[src/hdl/awb_gain_normalizer_core_assert.svh]
// Assertion macros for the gain normaliser
`ifndef AWB_GAIN_NORMALIZER_CORE_ASSERT_SVH
`define AWB_GAIN_NORMALIZER_CORE_ASSERT_SVH
`ifndef SYNTH
`define AWB_ASSERT_IMPL(label, clk, rst_n, ante, cons) \
    label: assert property (@(posedge clk) disable iff (!rst_n) (ante) |-> (cons)) \
        else $error("assertion failed");
`define AWB_ASSERT_NEXT(label, clk, rst_n, ante, cons) \
    label: assert property (@(posedge clk) disable iff (!rst_n) (ante) |=> (cons)) \
        else $error("assertion failed");
`else
`define AWB_ASSERT_IMPL(label, clk, rst_n, ante, cons)
`define AWB_ASSERT_NEXT(label, clk, rst_n, ante, cons)
`endif
`endif

[src/hdl/awb_pkg.sv]
package awb_pkg;
    localparam int unsigned DATA_W    = 16;
    localparam int unsigned NUM_W     = 26;
    localparam int unsigned QUO_W     = 26;
    localparam int unsigned DIV_STEPS = 26;
    localparam logic [15:0] UNITY_GAIN = 16'h0100;
    localparam logic [15:0] RATIO_ONE  = 16'd512;

    // register byte addresses
    localparam logic [2:0] REG_GOLDEN_RG = 3'd0;
    localparam logic [2:0] REG_GOLDEN_BG = 3'd4;

    typedef enum logic [1:0] {
        ST_OK        = 2'd0,
        ST_ZERO_IN   = 2'd1,
        ST_ZERO_RAT  = 2'd2
    } status_t;

    // one divider lane: partial remainder, numerator bits and quotient
    typedef struct packed {
        logic [NUM_W-1:0]  num;
        logic [DATA_W-1:0] den;
        logic [QUO_W-1:0]  quo;
        logic [DATA_W:0]   rem;
    } div_lane_t;
endpackage

[src/hdl/awb_div_pipe.sv]
// Restoring divider, one quotient bit per stage, with stall support.
// Carries a side-band tag alongside the lanes.
module awb_div_pipe
    import awb_pkg::*;
#(
    parameter int unsigned LANES = 2,
    parameter int unsigned TAG_W = 4
)
(
    input  logic                          clk,
    input  logic                          rst_n,
    input  logic                          advance,
    input  logic                          in_valid,
    input  logic [LANES-1:0][NUM_W-1:0]   in_num,
    input  logic [LANES-1:0][DATA_W-1:0]  in_den,
    input  logic [TAG_W-1:0]              in_tag,
    output logic                          out_valid,
    output logic [LANES-1:0][QUO_W-1:0]   out_quo,
    output logic [TAG_W-1:0]              out_tag
);
    div_lane_t [LANES-1:0]   lane_reg [DIV_STEPS];
    div_lane_t [LANES-1:0]   lane_next [DIV_STEPS];
    logic [TAG_W-1:0]        tag_reg  [DIV_STEPS];
    logic [DIV_STEPS-1:0]    vld_reg;

    // one shift-subtract step per stage
    always_comb
    begin
        for (int s = 0; s < DIV_STEPS; s++)
        begin
            for (int l = 0; l < LANES; l++)
            begin
                div_lane_t   src;
                logic [DATA_W:0] trial;
                logic [DATA_W+1:0] diff;
                if (s == 0)
                begin
                    src.num = in_num[l];
                    src.den = in_den[l];
                    src.quo = '0;
                    src.rem = '0;
                end
                else
                begin
                    src = lane_reg[s-1][l];
                end
                trial = {src.rem[DATA_W-1:0], src.num[NUM_W-1]};
                diff  = {1'b0, trial} - {2'b00, src.den};
                lane_next[s][l].num = {src.num[NUM_W-2:0], 1'b0};
                lane_next[s][l].den = src.den;
                if (!diff[DATA_W+1])
                begin
                    lane_next[s][l].rem = diff[DATA_W:0];
                    lane_next[s][l].quo = {src.quo[QUO_W-2:0], 1'b1};
                end
                else
                begin
                    lane_next[s][l].rem = trial;
                    lane_next[s][l].quo = {src.quo[QUO_W-2:0], 1'b0};
                end
            end
        end
    end

    // advance valid bits
    always_ff @(posedge clk or negedge rst_n)
    begin
        if (!rst_n)
            vld_reg <= '0;
        else if (advance)
            vld_reg <= {vld_reg[DIV_STEPS-2:0], in_valid};
    end

    // advance payload
    always_ff @(posedge clk)
    begin
        if (advance)
        begin
            for (int s = 0; s < DIV_STEPS; s++)
                lane_reg[s] <= lane_next[s];
            tag_reg[0] <= in_tag;
            for (int s = 1; s < DIV_STEPS; s++)
                tag_reg[s] <= tag_reg[s-1];
        end
    end

    assign out_valid = vld_reg[DIV_STEPS-1];
    assign out_tag   = tag_reg[DIV_STEPS-1];
    always_comb
    begin
        for (int l = 0; l < LANES; l++)
            out_quo[l] = lane_reg[DIV_STEPS-1][l].quo;
    end
endmodule

[config.mk]
export PLATFORM = sky130hd
export DESIGN_NAME = awb_div_pipe
export DESIGN_NICKNAME = d
export VERILOG_FILES = /design/src/hdl/awb_gain_normalizer_core_assert.svh /design/src/hdl/awb_pkg.sv /design/src/hdl/awb_div_pipe.sv
export SDC_FILE = /design/constraint.sdc
export NUM_CORES = 2
export LEC_CHECK = 0
export ABC_CLOCK_PERIOD_IN_PS = 3820
export BUFFER_PORTS_ARGS = -buffer_cell sky130_fd_sc_hd__buf_2
export CAP_MARGIN = 5
export CORE_MARGIN = 5
export CORE_UTILIZATION = 28
export CTS_CLUSTER_DIAMETER = 80
export DETAILED_ROUTE_END_ITERATION = 6
export PLACE_DENSITY_LB_ADDON = 0.12
export SYNTH_ARGS = -nofsm -noshare
export SYNTH_HDL_FRONTEND = slang
export SYNTH_MEMORY_MAX_BITS = 65536
export SYNTH_SLANG_ARGS = --single-unit
[constraint.sdc]
create_clock -name clk -period 3.82 [get_ports clk]
set_input_delay 0.382 -clock clk [delete_from_list [all_inputs] [get_ports clk]]
set_output_delay 0.382 -clock clk [all_outputs]
set_load 0.02 [all_outputs]
# Word-level counts from Yosys, hierarchy flattened
# Memory sizes are Yosys's and may differ from the RTL's.
# Cells that the tools add are included.
dict set report classes {
  n_addsub 52
  mux 54
}
# operator n
set op_table {}
lappend op_table {{2-to-1 mux 18 bit} 52}
lappend op_table {{subtractor 17 x 16 -> 18 bit} 50}
lappend op_table {{subtractor 1 x 16 -> 17 bit} 2}
lappend op_table {{2-to-1 mux 1 bit} 2}
dict set report totals {
  register_bits 26
  mem_bits_rw 4472
  inputBits 92
  word_cells 109
  memories 2
}
# memory depth word_bits read_ports rd_clocked_by_memory_dff write_ports line
set mem_list {}
lappend mem_list {lane_reg 26 168 26 0 26 awb_div_pipe.sv:21} ;# div_lane_t [LANES-1:0] lane_reg [DIV_STEPS];
lappend mem_list {tag_reg 26 4 26 0 26 awb_div_pipe.sv:23} ;# logic [TAG_W-1:0] tag_reg [DIV_STEPS];

# Longest topological paths before layout
# An unclocked memory read counts as a cell.
dict set report logic_depth {
  depth_word 3
  mapped_depth 13
  depth_no_buf 12
}

# Worst setup path before layout
# OpenSTA, ideal clock, no wires.
dict set report synth_timing {
  path_type {reg-to-reg}
  start {memory lane_reg[1][1259] (netlist bit)}
  end {memory lane_reg[1][1358] (netlist bit), data pin}
  setup_ps 260
  arrival_time_ps 2857
  t_required_ps 3560
  path_slack_ps 703
  stages_incl_launch_ff 13
  n_path_buf 0
  cell_sequence {edfxtp_1 -> inv_1 -> ha_1 -> inv_1 -> fa_1 -> a21oi_1 -> nor2b_1 -> a311o_1 -> a32o_1 -> or4b_1 -> a31oi_1 -> xnor2_1 -> mux2_2}
}
# element line
set synth_rtl {}
lappend synth_rtl {{start: declaration} awb_div_pipe.sv:21}

==> flow_metrics.tcl <==
set metrics [dict create \
    crit_required_ns 4.51 \
    num_vias 77500 \
    grt_max_degree 136 \
    syn_avg_cell_area_um2 13.8 \
    setup.worst_path.class "flop to flop" \
    yosysWarnings 0 \
    cp.arrival_ns 4.08 \
    antenna_found_initial 5 \
    violations "design-rule violations" \
    htree_levels 5 \
    synth_cells 10100 \
    dpl_cell_area_um2 148000 \
    fmax_ghz 0.295 \
    max-cap-violations 0 \
    crit_path_top_delay_cell "or4b_1" \
    drive_gt1_frac 0.109 \
    utilization 0.327 \
    largest_register_ffs 2952 \
    viasPerCell 4.43 \
    gp_congestion 0.819 \
    path_delay_family "compound AO/OA/AOI/OAI gates" \
    first_global_vias 82000 \
    critPathMaxFanout 3 \
    io_pins 149 \
    postRouteAntennaNets 0 \
    routedWlPerCell_um 15.0 \
    cts_buffers 376 \
    worstMarginPinSlew_ns 1.03 \
    io_buffers 148 \
    slew_headroom 0.309 \
    numClockSinks 3082 \
    drc 2 \
    clockBufferDepth 4 \
    skew_ns 0.0673 \
    status "finished, violations left" \
    slowest_delay_ns 0.50 \
    overflow 0 \
    die_h_um 713 \
    p_total_mw 126 \
    path_common_cell "inv_1" \
    synth_area_um2 139000 \
    rows 258 \
    wl_um 262000 \
    drt_first_pass_iters 7 \
    maxSlewViolCount 0 \
    drt-initial-drc-count 3716 \
    clk_latency_ns 0.95 \
    mostFrequentLayoutCell "edfxtp_1" \
    start_util 0.281 \
    hp-class "input pin to flop" \
    rsz0062_at_grt "no" \
    grt_pass1_wl_um 430000 \
    fin_nets 11600 \
    p_leak_nw 61.4 \
    synth_cell_type_count 80 \
    ys_seq_area_frac 0.667 \
    synthArstFlopShare 0.00844 \
    post-route-period-util 0.887 \
    crit_buf_inv 2 \
    finalInstanceArea_um2 161000 \
    crit_path_end_kind "flop" \
    crit_chain "inv_1, ha_1, inv_1, fa_1, a21oi_1, nor2b_1, a311o_1, a32o_1, or4b_1, a31oi_1, xnor2_1, mux2_2" \
    setup_viol 0 \
    min_period_ns 3.39 \
    dieArea_um2 509000 \
    finalSetupTns_ns 0 \
    worst_setup_path_start_kind "flop" \
    hold_viol 0 \
    final_cell_mix "edfxtp_1 (3,056), inv_1 (996), a21oi_1 (882)" \
    synthFlopType "edfxtp_1" \
    grtUsageTotal 0.101 \
    die_w_um 713 \
    coreArea_um2 494000 \
    cts_tree "built" \
    dp_hpwl_um 182000 \
    cts.clk_slew.worst_paths_ns 0.06 \
    ys_ff_latch 3082 \
    powerDensity_nw_per_um2 779 \
    root_buffer "clkbuf_16" \
    syn2layout_area_growth_pct 16.5 \
    synth_edf_count 3056 \
    ir_drop_v 0.000471 \
]
[kinds of logic (layout without fill, tap and decap cells)]
logic type      after synthesis  after routing  synth area share
flops                      3082           3082             0.667
compound gates             2301           2301             0.104
simple gates               1810           1810            0.0581
buf+inv                    1177           2097            0.0335
fa+ha+maj                   850            850            0.0794
xor+xnor                    530            530            0.0335
mux                         300            300            0.0240
other cells                   1             15         0.0000271
[routing by layer]
layer / GRT usage / vias to the layer above / part of all wire
met5: 0 / - / 0
li1: - / 38400 / -
met4: 0.0343 / 0 / 0.032
met3: 0.0191 / 525 / 0.039
met2: 0.182 / 1117 / 0.50
met1: 0.120 / 37400 / 0.42
[worst paths after layout]
check,from,to,slack (ns),depth (start not counted)
min in group asynchronous,rst_n,vld_reg[22],0.50,4
hold reg to reg,lane_reg[1][441],lane_reg[1][610],0.37,0
max in group asynchronous,rst_n,vld_reg[17],3.18,4
setup reg to reg,lane_reg[0][2687],lane_reg[1][98],0.43,12
hold / removal,in_num[0],lane_reg[0][59],0.15,2
setup / recovery,lane_reg[0][2687],lane_reg[1][98],0.43,12
[cell type report]
cell class / instances / area (um^2)
fill: 47800 / 332000
sequential: 3082 / 92400
multi-input combinational: 5805 / 41700
clock buffer: 458 / 9730
tap: 6500 / 8130
inverter: 996 / 3740
timing repair buffer: 415 / 3510
clock inverter: 228 / 2260
antenna: 1 / 2.50
[report_power, final]
group          internal (mW)  switching [mW]  leakage (nW)
Combinational           18.7            23.1          25.5
Clock                   20.0            14.4          5.82
Sequential              46.3            3.21          30.1
Total                   85.1            40.7          61.4
[synthesized netlist by cell type (137+ instances only)]
cell,n,share of area
edfxtp_1,3056,0.66
inv_1,996,0.027
a21oi_1,882,0.032
nor2_1,864,0.023
ha_1,802,0.072
nand2_1,375,0.010
o21ai_0,366,0.013
xnor2_1,299,0.019
mux2_2,253,0.021
xor2_1,231,0.015
a21o_1,208,0.011
o21a_1,181,0.0098
nor3_1,137,0.0049
[metrics by stage]
step	hold WS (ns)	std cells	worst slack, ns
5_1_grt	0.0584	17500	0.178
3_3_place_gp	0.397	16700	0.177
6_report	0.153	17500	0.431
4_1_cts	0.00713	17500	0.395
3_5_place_dp	0.405	16700	0.412
2_1_floorplan	0.0864	10100	0.703
[timing repair]
item / in CTS / in global routing
hold buffers: 99 / 0
buffers inserted: 0 / 0
resized for setup: 0 / 0
hold endpoints to repair: 170 / 0
Note: power is estimated with default switching activity, not from simulation.
